## src/rtl/nyq_pkg.sv

```systemverilog
// Shared types and constants for the NCC YIQ texel decoder.
package nyq_pkg;

   localparam int TEXEL_W    = 16;
   localparam int INDEX_W    = 4;
   localparam int LANE_W     = 2;
   localparam int VALUE_W    = 9;
   localparam int LUMA_W     = 8;
   localparam int ROW_W      = 2;
   localparam int LUMA_DEPTH = 16;
   localparam int CHROMA_ROWS = 4;
   localparam int CHANNELS   = 3;
   localparam int SUM_W      = 11;
   localparam int ARGB_W     = 32;

   localparam logic [7:0] ALPHA_OPAQUE = 8'hFF;
   localparam logic [7:0] CHAN_MAX     = 8'hFF;

   typedef enum logic [1:0] {
      KIND_DECODE = 2'd0,
      KIND_LUMA   = 2'd1,
      KIND_I      = 2'd2,
      KIND_Q      = 2'd3
   } kind_type;

   typedef logic [CHANNELS-1:0][VALUE_W-1:0] lane_set_type;

   // Table access request from the pipeline to the memories
   typedef struct packed {
      logic               rd_en;
      logic [INDEX_W-1:0] luma_addr;
      logic [ROW_W-1:0]   i_addr;
      logic [ROW_W-1:0]   q_addr;
      logic               wr_luma;
      logic               wr_i;
      logic               wr_q;
      logic [INDEX_W-1:0] wr_addr;
      logic [LANE_W-1:0]  wr_lane;
      logic [VALUE_W-1:0] wr_value;
   } tbl_ctl_type;

   // Registered read data from the memories
   typedef struct packed {
      logic [LUMA_W-1:0] luma;
      lane_set_type      i_lanes;
      lane_set_type      q_lanes;
   } tbl_data_type;

endpackage

```

## src/rtl/nyq_if.sv

```systemverilog
// Valid/ready channel interfaces for texel requests and pixel responses.
interface nyq_req_if;
   logic                            valid;
   logic                            ready;
   nyq_pkg::kind_type               kind;
   logic [nyq_pkg::TEXEL_W-1:0]     texel;
   logic                            last_texel;
   logic [nyq_pkg::INDEX_W-1:0]     entry_index;
   logic [nyq_pkg::LANE_W-1:0]      channel;
   logic signed [nyq_pkg::VALUE_W-1:0] entry_value;

   modport source (output valid, kind, texel, last_texel, entry_index, channel,
                   entry_value, input ready);
   modport sink (input valid, kind, texel, last_texel, entry_index, channel,
                 entry_value, output ready);
endinterface

interface nyq_rsp_if;
   logic                         valid;
   logic                         ready;
   logic [nyq_pkg::ARGB_W-1:0]   argb;
   logic                         last_pixel;

   modport source (output valid, argb, last_pixel, input ready);
   modport sink (input valid, argb, last_pixel, output ready);
endinterface

```

## src/rtl/ncc_yiq_texel_decoder_core.sv

```systemverilog
// Top level: NCC YIQ texel decoder with table loading and ARGB output.
// A decode result passes through the table read registers and then the output register.
// Throughput: one item per cycle unless the response channel stalls; the table memories read once per decode.
// Table writes return no response.
// Reset clears the pipeline valid flags and mode_ff; the table
// contents are undefined until written.
module ncc_yiq_texel_decoder_core (
   input  logic          clock,
   input  logic          reset,
   nyq_req_if.sink       req,
   nyq_rsp_if.source     rsp,
   input  logic          csr_write_enable,
   input  logic          csr_write_data
);

   logic mode_ff, mode_in;
   logic s1_valid_ff, s1_valid_in;
   logic out_valid_ff, out_valid_in;
   logic [7:0] s1_alpha_ff;
   logic       s1_last_ff;
   logic [nyq_pkg::ARGB_W-1:0] argb_ff, argb_in;
   logic       last_ff;

   logic out_free;
   logic accept;
   logic is_decode;
   logic chroma_ok;

   nyq_pkg::tbl_ctl_type  tbl_ctl;
   nyq_pkg::tbl_data_type tbl_data;

   // Handshake
   assign out_free  = !out_valid_ff || rsp.ready;
   assign req.ready = !s1_valid_ff || out_free;
   assign accept    = req.valid && req.ready;
   assign is_decode = req.kind == nyq_pkg::KIND_DECODE;
   assign chroma_ok = req.entry_index < nyq_pkg::INDEX_W'(nyq_pkg::CHROMA_ROWS)
                      && req.channel < nyq_pkg::LANE_W'(nyq_pkg::CHANNELS);

   // Build the table request
   always_comb begin
      tbl_ctl.rd_en     = accept && is_decode;
      tbl_ctl.luma_addr = req.texel[7:4];
      tbl_ctl.i_addr    = req.texel[3:2];
      tbl_ctl.q_addr    = req.texel[1:0];
      tbl_ctl.wr_luma   = accept && req.kind == nyq_pkg::KIND_LUMA;
      tbl_ctl.wr_i      = accept && req.kind == nyq_pkg::KIND_I && chroma_ok;
      tbl_ctl.wr_q      = accept && req.kind == nyq_pkg::KIND_Q && chroma_ok;
      tbl_ctl.wr_addr   = req.entry_index;
      tbl_ctl.wr_lane   = req.channel;
      tbl_ctl.wr_value  = req.entry_value;
   end

   nyq_tables u_tables (
      .clock (clock),
      .ctl   (tbl_ctl),
      .data  (tbl_data)
   );

   // Sum luma, I and Q per channel, clamp to 0..255, and add alpha
   always_comb begin
      logic signed [nyq_pkg::SUM_W-1:0] sum;
      argb_in = '0;
      for (int c = 0; c < nyq_pkg::CHANNELS; c++) begin
         sum = $signed({3'b000, tbl_data.luma})
               + nyq_pkg::SUM_W'($signed(tbl_data.i_lanes[c]))
               + nyq_pkg::SUM_W'($signed(tbl_data.q_lanes[c]));
         if (sum[nyq_pkg::SUM_W-1]) begin
            argb_in[8*c +: 8] = 8'h00;
         end else if (sum[nyq_pkg::SUM_W-2:8] != '0) begin
            argb_in[8*c +: 8] = nyq_pkg::CHAN_MAX;
         end else begin
            argb_in[8*c +: 8] = sum[7:0];
         end
      end
      argb_in[31:24] = mode_ff ? s1_alpha_ff : nyq_pkg::ALPHA_OPAQUE;
   end

   // Next control state
   always_comb begin
      mode_in = csr_write_enable ? csr_write_data : mode_ff;

      if (accept) begin
         s1_valid_in = is_decode;
      end else if (out_free) begin
         s1_valid_in = 1'b0;
      end else begin
         s1_valid_in = s1_valid_ff;
      end

      if (s1_valid_ff && out_free) begin
         out_valid_in = 1'b1;
      end else if (rsp.ready) begin
         out_valid_in = 1'b0;
      end else begin
         out_valid_in = out_valid_ff;
      end
   end

   // Hold control state
   always_ff @(posedge clock) begin
      if (reset) begin
         mode_ff      <= 1'b0;
         s1_valid_ff  <= 1'b0;
         out_valid_ff <= 1'b0;
      end else begin
         mode_ff      <= mode_in;
         s1_valid_ff  <= s1_valid_in;
         out_valid_ff <= out_valid_in;
      end
   end

   // Capture sideband on decode transfer, advance result into output register
   always_ff @(posedge clock) begin
      if (accept && is_decode) begin
         s1_alpha_ff <= req.texel[15:8];
         s1_last_ff  <= req.last_texel;
      end
      if (s1_valid_ff && out_free) begin
         argb_ff <= argb_in;
         last_ff <= s1_last_ff;
      end
   end

   assign rsp.valid      = out_valid_ff;
   assign rsp.argb       = argb_ff;
   assign rsp.last_pixel = last_ff;

endmodule

```

## src/rtl/nyq_tables.sv

```systemverilog
// Luma and chroma table memories with one-cycle registered reads.
module nyq_tables (
   input  logic                 clock,
   input  nyq_pkg::tbl_ctl_type ctl,
   output nyq_pkg::tbl_data_type data
);

   typedef struct packed {
      nyq_pkg::lane_set_type q;
      nyq_pkg::lane_set_type i;
   } chroma_row_type;

   logic [nyq_pkg::LUMA_W-1:0] luma_mem [nyq_pkg::LUMA_DEPTH];
   chroma_row_type             chroma_mem [nyq_pkg::CHROMA_ROWS];

   logic [nyq_pkg::LUMA_W-1:0] luma_rd_ff;
   nyq_pkg::lane_set_type      i_rd_ff;
   nyq_pkg::lane_set_type      q_rd_ff;

   // Write luma by entry, chroma by row and channel lane
   always_ff @(posedge clock) begin
      if (ctl.wr_luma) begin
         luma_mem[ctl.wr_addr] <= ctl.wr_value[nyq_pkg::LUMA_W-1:0];
      end
      for (int c = 0; c < nyq_pkg::CHANNELS; c++) begin
         if (ctl.wr_i && ctl.wr_lane == nyq_pkg::LANE_W'(c)) begin
            chroma_mem[ctl.wr_addr[nyq_pkg::ROW_W-1:0]].i[c] <= ctl.wr_value;
         end
         if (ctl.wr_q && ctl.wr_lane == nyq_pkg::LANE_W'(c)) begin
            chroma_mem[ctl.wr_addr[nyq_pkg::ROW_W-1:0]].q[c] <= ctl.wr_value;
         end
      end
   end

   // Read on decode transfers only; hold the data while the pipeline stalls
   always_ff @(posedge clock) begin
      if (ctl.rd_en) begin
         luma_rd_ff <= luma_mem[ctl.luma_addr];
         i_rd_ff    <= chroma_mem[ctl.i_addr].i;
         q_rd_ff    <= chroma_mem[ctl.q_addr].q;
      end
   end

   assign data.luma    = luma_rd_ff;
   assign data.i_lanes = i_rd_ff;
   assign data.q_lanes = q_rd_ff;

endmodule
```

## src/flat_wrapper.sv

```systemverilog
// flat-port wrapper written by rule: the top's interface ports become plain ports
module ncc_yiq_texel_decoder_core_flat 
  (clock, reset, csr_write_enable, csr_write_data, req_valid, req_kind, req_texel, req_last_texel, req_entry_index, req_channel, req_entry_value, req_ready, rsp_valid, rsp_argb, rsp_last_pixel, rsp_ready);
  nyq_req_if req_i ();
  nyq_rsp_if rsp_i ();
  input  logic clock;
  input  logic reset;
  input  logic csr_write_enable;
  input  logic csr_write_data;
  input wire logic [$bits(req_i.valid)-1:0] req_valid;
  input wire logic [$bits(req_i.kind)-1:0] req_kind;
  input wire logic [$bits(req_i.texel)-1:0] req_texel;
  input wire logic [$bits(req_i.last_texel)-1:0] req_last_texel;
  input wire logic [$bits(req_i.entry_index)-1:0] req_entry_index;
  input wire logic [$bits(req_i.channel)-1:0] req_channel;
  input wire logic [$bits(req_i.entry_value)-1:0] req_entry_value;
  output wire logic [$bits(req_i.ready)-1:0] req_ready;
  output wire logic [$bits(rsp_i.valid)-1:0] rsp_valid;
  output wire logic [$bits(rsp_i.argb)-1:0] rsp_argb;
  output wire logic [$bits(rsp_i.last_pixel)-1:0] rsp_last_pixel;
  input wire logic [$bits(rsp_i.ready)-1:0] rsp_ready;
  assign req_i.valid = req_valid;
  assign req_i.kind = req_kind;
  assign req_i.texel = req_texel;
  assign req_i.last_texel = req_last_texel;
  assign req_i.entry_index = req_entry_index;
  assign req_i.channel = req_channel;
  assign req_i.entry_value = req_entry_value;
  assign req_ready = req_i.ready;
  assign rsp_valid = rsp_i.valid;
  assign rsp_argb = rsp_i.argb;
  assign rsp_last_pixel = rsp_i.last_pixel;
  assign rsp_i.ready = rsp_ready;
  ncc_yiq_texel_decoder_core u_core (.clock(clock), .reset(reset), .req(req_i), .rsp(rsp_i), .csr_write_enable(csr_write_enable), .csr_write_data(csr_write_data));
endmodule
```

## config.mk

```make
export PLATFORM = sky130hd
export DESIGN_NAME = ncc_yiq_texel_decoder_core_flat
export DESIGN_NICKNAME = d
export VERILOG_FILES = /design/src/rtl/nyq_pkg.sv /design/src/rtl/nyq_if.sv /design/src/rtl/ncc_yiq_texel_decoder_core.sv /design/src/rtl/nyq_tables.sv /design/src/flat_wrapper.sv
export SDC_FILE = /design/constraint.sdc
export NUM_CORES = 1
export LEC_CHECK = 0
export BUFFER_PORTS_ARGS = -buffer_cell sky130_fd_sc_hd__buf_2
export CAP_MARGIN = 40
export CORE_MARGIN = 2
export CORE_UTILIZATION = 40
export DETAILED_ROUTE_END_ITERATION = 6
export PLACE_DENSITY = 0.6
export SLEW_MARGIN = 20
export SYNTH_ARGS = -nofsm -noshare
export SYNTH_HDL_FRONTEND = slang
export SYNTH_SLANG_ARGS = --single-unit
```

## constraint.sdc

```tcl
create_clock -name clock -period 5.45 [get_ports clock]
set_input_delay 0.2725 -clock clock [delete_from_list [all_inputs] [get_ports clock]]
set_output_delay 0.2725 -clock clock [all_outputs]
set_load 0.05 [all_outputs]
```

# Word-level counts from Yosys, hierarchy flattened
# Memories as Yosys holds them, arrays and structs flattened. A register that Yosys moved wholly into a read port is not among the register bits.
# Cells that the tools add are included.
# W data, S select, Z words.
[word_totals]
mem_bits_rw = 344
n_memories = 2
in_bits = 40
regBits = 45
out_inout_bits = 35
wordCells = 72
[op_classes]
muxes = 21
n_lt_le_gt_ge = 2
reduce_logical = 26
n_eq_ne = 5
n_addsub = 6
[memory_table]
columns = ["memory", "depth", "word_bits", "rd", "rd_clocked_by_memory_dff", "write_ports", "line_no", "rtl"]
rows = [
  ["u_core.u_tables.chroma_mem", 4, 54, 2, 2, 1, "nyq_tables.sv:14", "chroma_row_type chroma_mem [nyq_pkg::CHROMA_ROWS];"],
  ["u_core.u_tables.luma_mem", 16, 8, 1, 1, 1, "nyq_tables.sv:13", "logic [nyq_pkg::LUMA_W-1:0] luma_mem [nyq_pkg::LUMA_DEPTH];"],
]
[ops]
columns = ["operator", "count"]
rows = [
  ["$add A10 B9 Y11", 3],
  ["$add A9 B9 Y10", 3],
  ["$mux W8", 3],
  ["$mux W1", 18],
  ["$logic_and A1 B1 Y1", 15],
  ["$reduce_bool A2 Y1", 5],
  ["$eq A2 B2 Y1 const B", 3],
  ["$eq A2 B1 Y1 const B", 2],
  ["$logic_not A2 Y1", 2],
  ["$lt A4 B3 Y1 const B", 1],
  ["$logic_not A1 Y1", 2],
  ["$logic_or A1 B1 Y1", 2],
  ["$lt A2 B2 Y1 const B", 1],
]

# Depth between registers and ports, before layout
[logic_depth]
depth_word = 9
mapped_depth = 13
ltp_nobuf = 12

# By module
# Synthesis repeated with hierarchy kept, for this count alone.
[unflattened]
hier_cells = 902
area_unflattened_um2 = 18211.2
[by_module_without_submodules]
columns = ["mod", "area_each_um2", "instances", "cells_each", "seq_area_each_um2"]
rows = [
  ["nyq_tables", 14766.7, 1, 599, 12191.7],
  ["ncc_yiq_texel_decoder_core", 3444.6, 1, 303, 1321.3],
]

# Worst setup path before layout
# OpenSTA, ideal clock, no wires.
[synth_timing]
path_type = "reg2reg"
startpoint = "register u_core.out_valid_ff, in the netlist u_core.rsp.valid"
endpoint = "register u_core.s1_alpha_ff[0] (enable)"
arrival_ns = 6.060
period_less_slack_ns = 6.647
t_required_ns = 4.863
n_path_buf = 0
setup_slack_ns = -1.197
setup_time_ns = 0.587
stages_incl_launch_ff = 4
cell_sequence = "dfxtp_1 > nand3b_1 > nand2_1 > nor3_1"
[synth_between]
elab_chain_len = 5
[synth_lines]
columns = ["item", "line_no", "rtl"]
rows = [
  ["start: declaration", "ncc_yiq_texel_decoder_core.sv:18", "logic out_valid_ff, out_valid_in;"],
  ["start signal: assignment", "ncc_yiq_texel_decoder_core.sv:109", "out_valid_ff <= out_valid_in;"],
  ["$logic_not A1 Y1", "ncc_yiq_texel_decoder_core.sv:33", "assign out_free = !out_valid_ff || rsp.ready;"],
  ["$logic_or A1 B1 Y1", "ncc_yiq_texel_decoder_core.sv:33", ""],
  ["$logic_or A1 B1 Y1", "ncc_yiq_texel_decoder_core.sv:34", "assign req.ready = !s1_valid_ff || out_free;"],
  ["via req_ready", "flat_wrapper.sv:17", "output wire logic [$bits(req_i.ready)-1:0] req_ready;"],
  ["$logic_and A1 B1 Y1", "ncc_yiq_texel_decoder_core.sv:35", "assign accept = req.valid && req.ready;"],
  ["$logic_and A1 B1 Y1", "ncc_yiq_texel_decoder_core.sv:115", "if (accept && is_decode) begin"],
  ["end signal: assignment", "ncc_yiq_texel_decoder_core.sv:116", "s1_alpha_ff <= req.texel[15:8];"],
  ["end: declaration", "ncc_yiq_texel_decoder_core.sv:19", "logic [7:0] s1_alpha_ff;"],
]
# The timed path passes the listed nets, and every way through them passes these cells.
# A chain may end at the register's enable or synchronous reset.

# Worst setup path after layout
[layout_timing]
startpoint = "register u_core.u_tables.luma_rd_ff[1] (netlist name) (read register of u_core.u_tables.luma_mem)"
endpoint = "register u_core.argb_ff (netlist bit u_core.rsp.argb[2]), data pin"
[layout_between]
elab_chain_len = 4
[layout_lines]
columns = ["item", "line_no", "rtl"]
rows = [
  ["start: declaration", "nyq_tables.sv:16", "logic [nyq_pkg::LUMA_W-1:0] luma_rd_ff;"],
  ["$add A9 B9 Y10 *", "ncc_yiq_texel_decoder_core.sv:66", "+ nyq_pkg::SUM_W'($signed(tbl_data.i_lanes[c]))"],
  ["$add A10 B9 Y11 *", "ncc_yiq_texel_decoder_core.sv:67", "+ nyq_pkg::SUM_W'($signed(tbl_data.q_lanes[c]));"],
  ["$reduce_bool A2 Y1", "ncc_yiq_texel_decoder_core.sv:70", "end else if (sum[nyq_pkg::SUM_W-2:8] != '0) begin"],
  ["$mux W8", "ncc_yiq_texel_decoder_core.sv:70", ""],
  ["end signal: assignment", "ncc_yiq_texel_decoder_core.sv:120", "argb_ff <= argb_in;"],
  ["end: declaration", "ncc_yiq_texel_decoder_core.sv:21", "logic [nyq_pkg::ARGB_W-1:0] argb_ff, argb_in;"],
]
# Every way passes the cells marked *; elsewhere a longest branch is shown, timed or not.

==> results by group <==
Route
  – Vias/cell: 5.12
  – Detailed Route WL: 35800 µm
  – DRC: 0
  – Pre-antenna DRT Iters: 5
  – Antenna Violating Nets Remaining: 0
  – Detailed-route via count: 8639
  – DR WL/cell: 21.2 µm
  – DR iter-0 viols: 704

Global route
  – Gr busiest metal: met2
  – M2 GR Usage: 25.6%
  – Number of global-route vias before repair: 8698
  – Global-route usage over all layers: 15.4%
  – Largest net degree at the start of global routing: 60
  – M3 GR Usage: 3.10%
  – First-pass GRT wire length: 53900 µm
  – Initial antenna violation count: 0
  – Met1 usage: 20.9%
  – Remaining Overflow, GRT: 0

Clock tree
  – Post-CTS setup buffers: 0
  – Longest Clk Path Bufs: 3
  – Worst skew pair latency: 590 ps
  – Root Buffer: clkbuf_16
  – Clock transition at the registers of the reported paths: 60 ps
  – H-tree depth: 2
  – Num CTS Buffers: 47
  – CTS Sinks: 451
  – # resized after CTS: 0
  – Hold-fix buffers, CTS: 12
  – CTS tree: yes

Worst setup path
  – CP endpoint kind: register
  – CP Class: reg2reg
  – Critical path startpoint category: register
  – Slowest stage delay, CP: 520 ps
  – Slowest stage cell, crit path: fa_1
  – CP cell instances: fa_1, ha_1, inv_1, fa_1, nor2b_1, nor3_1, o21bai_1, nand4_1, a211oi_2, a31oi_1
  – Worst EP required: 5750 ps
  – CP bufs+invs: 1
  – Top cell by count, worst path: fa_1
  – Critical Path AT: 3520 ps
  – Max Fanout on Critical Path: 8
  – Cell family contributing the most delay on the critical path: adder cells

Logic synthesis
  – Synth cell types: 63
  – Number of flops mapped to enable cells by yosys: 448
  – Post-synth top cells: edfxtp_1, mux4_2, nor2_1
  – Top-count cell post-synth: edfxtp_1
  – Synth top area cells: edfxtp_1, mux4_2, mux4_1, fa_1, ha_1
  – Synth Area per Inst: 20.4 µm²
  – Synthesized Nets: 996
  – Yosys top cell area share: 73.3%
  – Yosys warns: 0
  – Most used DFF post-synth: edfxtp_1
  – Sequential area share after synthesis: 73.7%
  – Leading area contributor after synthesis: edfxtp_1
  – Ys async rst share: 0%
  – Synthesized area: 18300 µm²
  – Seq cells post-synth: 451
  – Mapped Cells: 899

STA
  – Fin. Hold Viols: 0
  – Slew Limit Fails: 0
  – Fmax achieved: 311 MHz
  – Final setup fails: 0
  – Max Clock Skew: 22.8 ps
  – Final Cycle Share: 59.1%
  – Max_slew headroom: 46.9%
  – Setup TNS: 0 ps
  – Worst Tran Pin Value: 797 ps
  – Crit path time final: 3220 ps
  – RSZ-0062 raised after global routing: no

Flow run
  – MaxCap Viol Count: 0

Status
  – Status: complete, no violations

Placed design
  – I/O Buffers: 74
  – Post-DP HPWL: 23400 µm
  – RD Place Congestion: 0.755
  – Placed instance area: 19600 µm²

Final layout
  – Nets: 1151
  – Fraction of layout cells with a size suffix above 1: 24.8%
  – Area growth, synth to finish: 16.2%
  – Fin area: 21300 µm²
  – Filler Cells Inserted: 3770
  – N_diodes: 0

Floorplan
  – Die Ht: 218 µm
  – Site Rows: 78
  – IO Pins: 75
  – Initial core utilization: 40.5%
  – Die width: 218 µm
  – Core area: 45300 µm²
  – Die Area: 47600 µm²

Power and ir drop
  – PD cells: 335 nW/µm²
  – VDD IR max: 262 µV
  – Leakage: 7.19 nW

Min path
  – Worst Hold Class: in2reg
## placed cells by master (no fill, tap or decap), drive strengths merged, types with 2 or more instances in the layout
cell           n
nor3           4
dlygate4sd3   12
nand3          2
mux2i          2
nand3b         4
xnor2          3
o21ai         15
o21a           7
clkbuf        58
a2111oi        2
a31o           3
o22ai          2
fa            27
ha            30
a211o          2
clkinvlp       2
o211ai         3
or2            3
edfxtp       448
a21oi         19
dfxtp          3
nor2          58
clkinv        19
nand2b        20
mux4          94
inv           43
o2111ai        2
o21bai         2
a211oi         4
nand4          3
a31oi         10
nand2         18
xor2           7
nor2b          2
buf          122
a21o          13
## flip-flops by register name, summed over array words and instances, names as in the netlist
name / cells
u_core.u_tables.chroma_mem: 216
u_core.s1_valid_ff: 1
u_core.rsp.argb: 32
u_core.s1_alpha_ff: 8
u_core.s1_last_ff: 1
u_core.mode_ff: 1
u_core.rsp.valid: 1
u_core.u_tables.luma_mem: 128
u_core.u_tables.data: 54
u_core.rsp.last_pixel: 1
u_core.u_tables.luma_rd_ff: 8
## power by group
| part | switching (mW) | internal [mW] | leakage, nW |
|---|---|---|---|
| Clock | 1.29 | 1.64 | 0.674 |
| Sequential | 0.0101 | 3.85 | 4.05 |
| Combinational | 0.218 | 0.148 | 2.47 |
| Total | 1.51 | 5.63 | 7.19 |
## final timing paths
| check | start | end | slack [ps] | depth (start not counted) |
|---|---|---|---|---|
| max | u_core.u_tables.luma_rd_ff[1] | u_core.rsp.argb[2] | 2230 | 10 |
| max reg2reg | u_core.u_tables.luma_rd_ff[1] | u_core.rsp.argb[2] | 2230 | 10 |
| min | rsp_ready | u_core.s1_valid_ff | 40 | 3 |
| min reg2reg | u_core.s1_last_ff | u_core.rsp.last_pixel | 430 | 0 |
## cells by family (layout without fill, tap and decap cells)
logic type | count (synthesis) | count (layout) | share of synthesized area [%]
flops | 451 | 451 | 73.7
simple gates | 122 | 122 | 3.21
mux | 96 | 96 | 12.1
compound gates | 93 | 93 | 3.74
buf+inv | 70 | 257 | 1.77
fa+ha+maj | 57 | 57 | 4.99
xor+xnor | 10 | 10 | 0.478
## final cells by class
cell class	instances	area, µm²	area share, %
tap	600	751	3.52
clock buffer	58	1220	5.71
clock inverter	23	178	0.834
multi-input combinational	378	4530	21.2
sequential	451	13500	63.4
inverter	42	158	0.740
timing repair buffer	134	966	4.53
## per-layer routing
metal | share of wire, % | up-vias | wire length (µm)
li1 | - | 3944 | -
met1 | 44 | 4443 | 15600
met2 | 49 | 208 | 17600
met3 | 5.3 | 44 | 1900
met4 | 1.8 | 0 | 660
met5 | 0 | - | 0
## worst min-delay path, stage by stage
cell      delay [ps]
buf_2             90
nand3b_1         130
a21oi_1           70
## through the flow
| stage | worst slack (ps) | utilization, % | total power [mW] | hold WS (ps) | instances |
|---|---|---|---|---|---|
| finish | 2230 | 47.1 | 7.15 | 44.4 | 1686 |
| global route | 2050 | 47.1 | 7.40 | 41.2 | 1686 |
| CTS | 2220 | 46.6 | 7.23 | 7.62 | 1664 |
| detailed placement | 2210 | 43.3 | 4.29 | 410 | 1571 |
| global placement | 2290 | 42.7 | 4.27 | 406 | 1546 |
| floorplan | 974 | - | 4.15 | 342 | 899 |
Power figures use the tool's default switching activity.
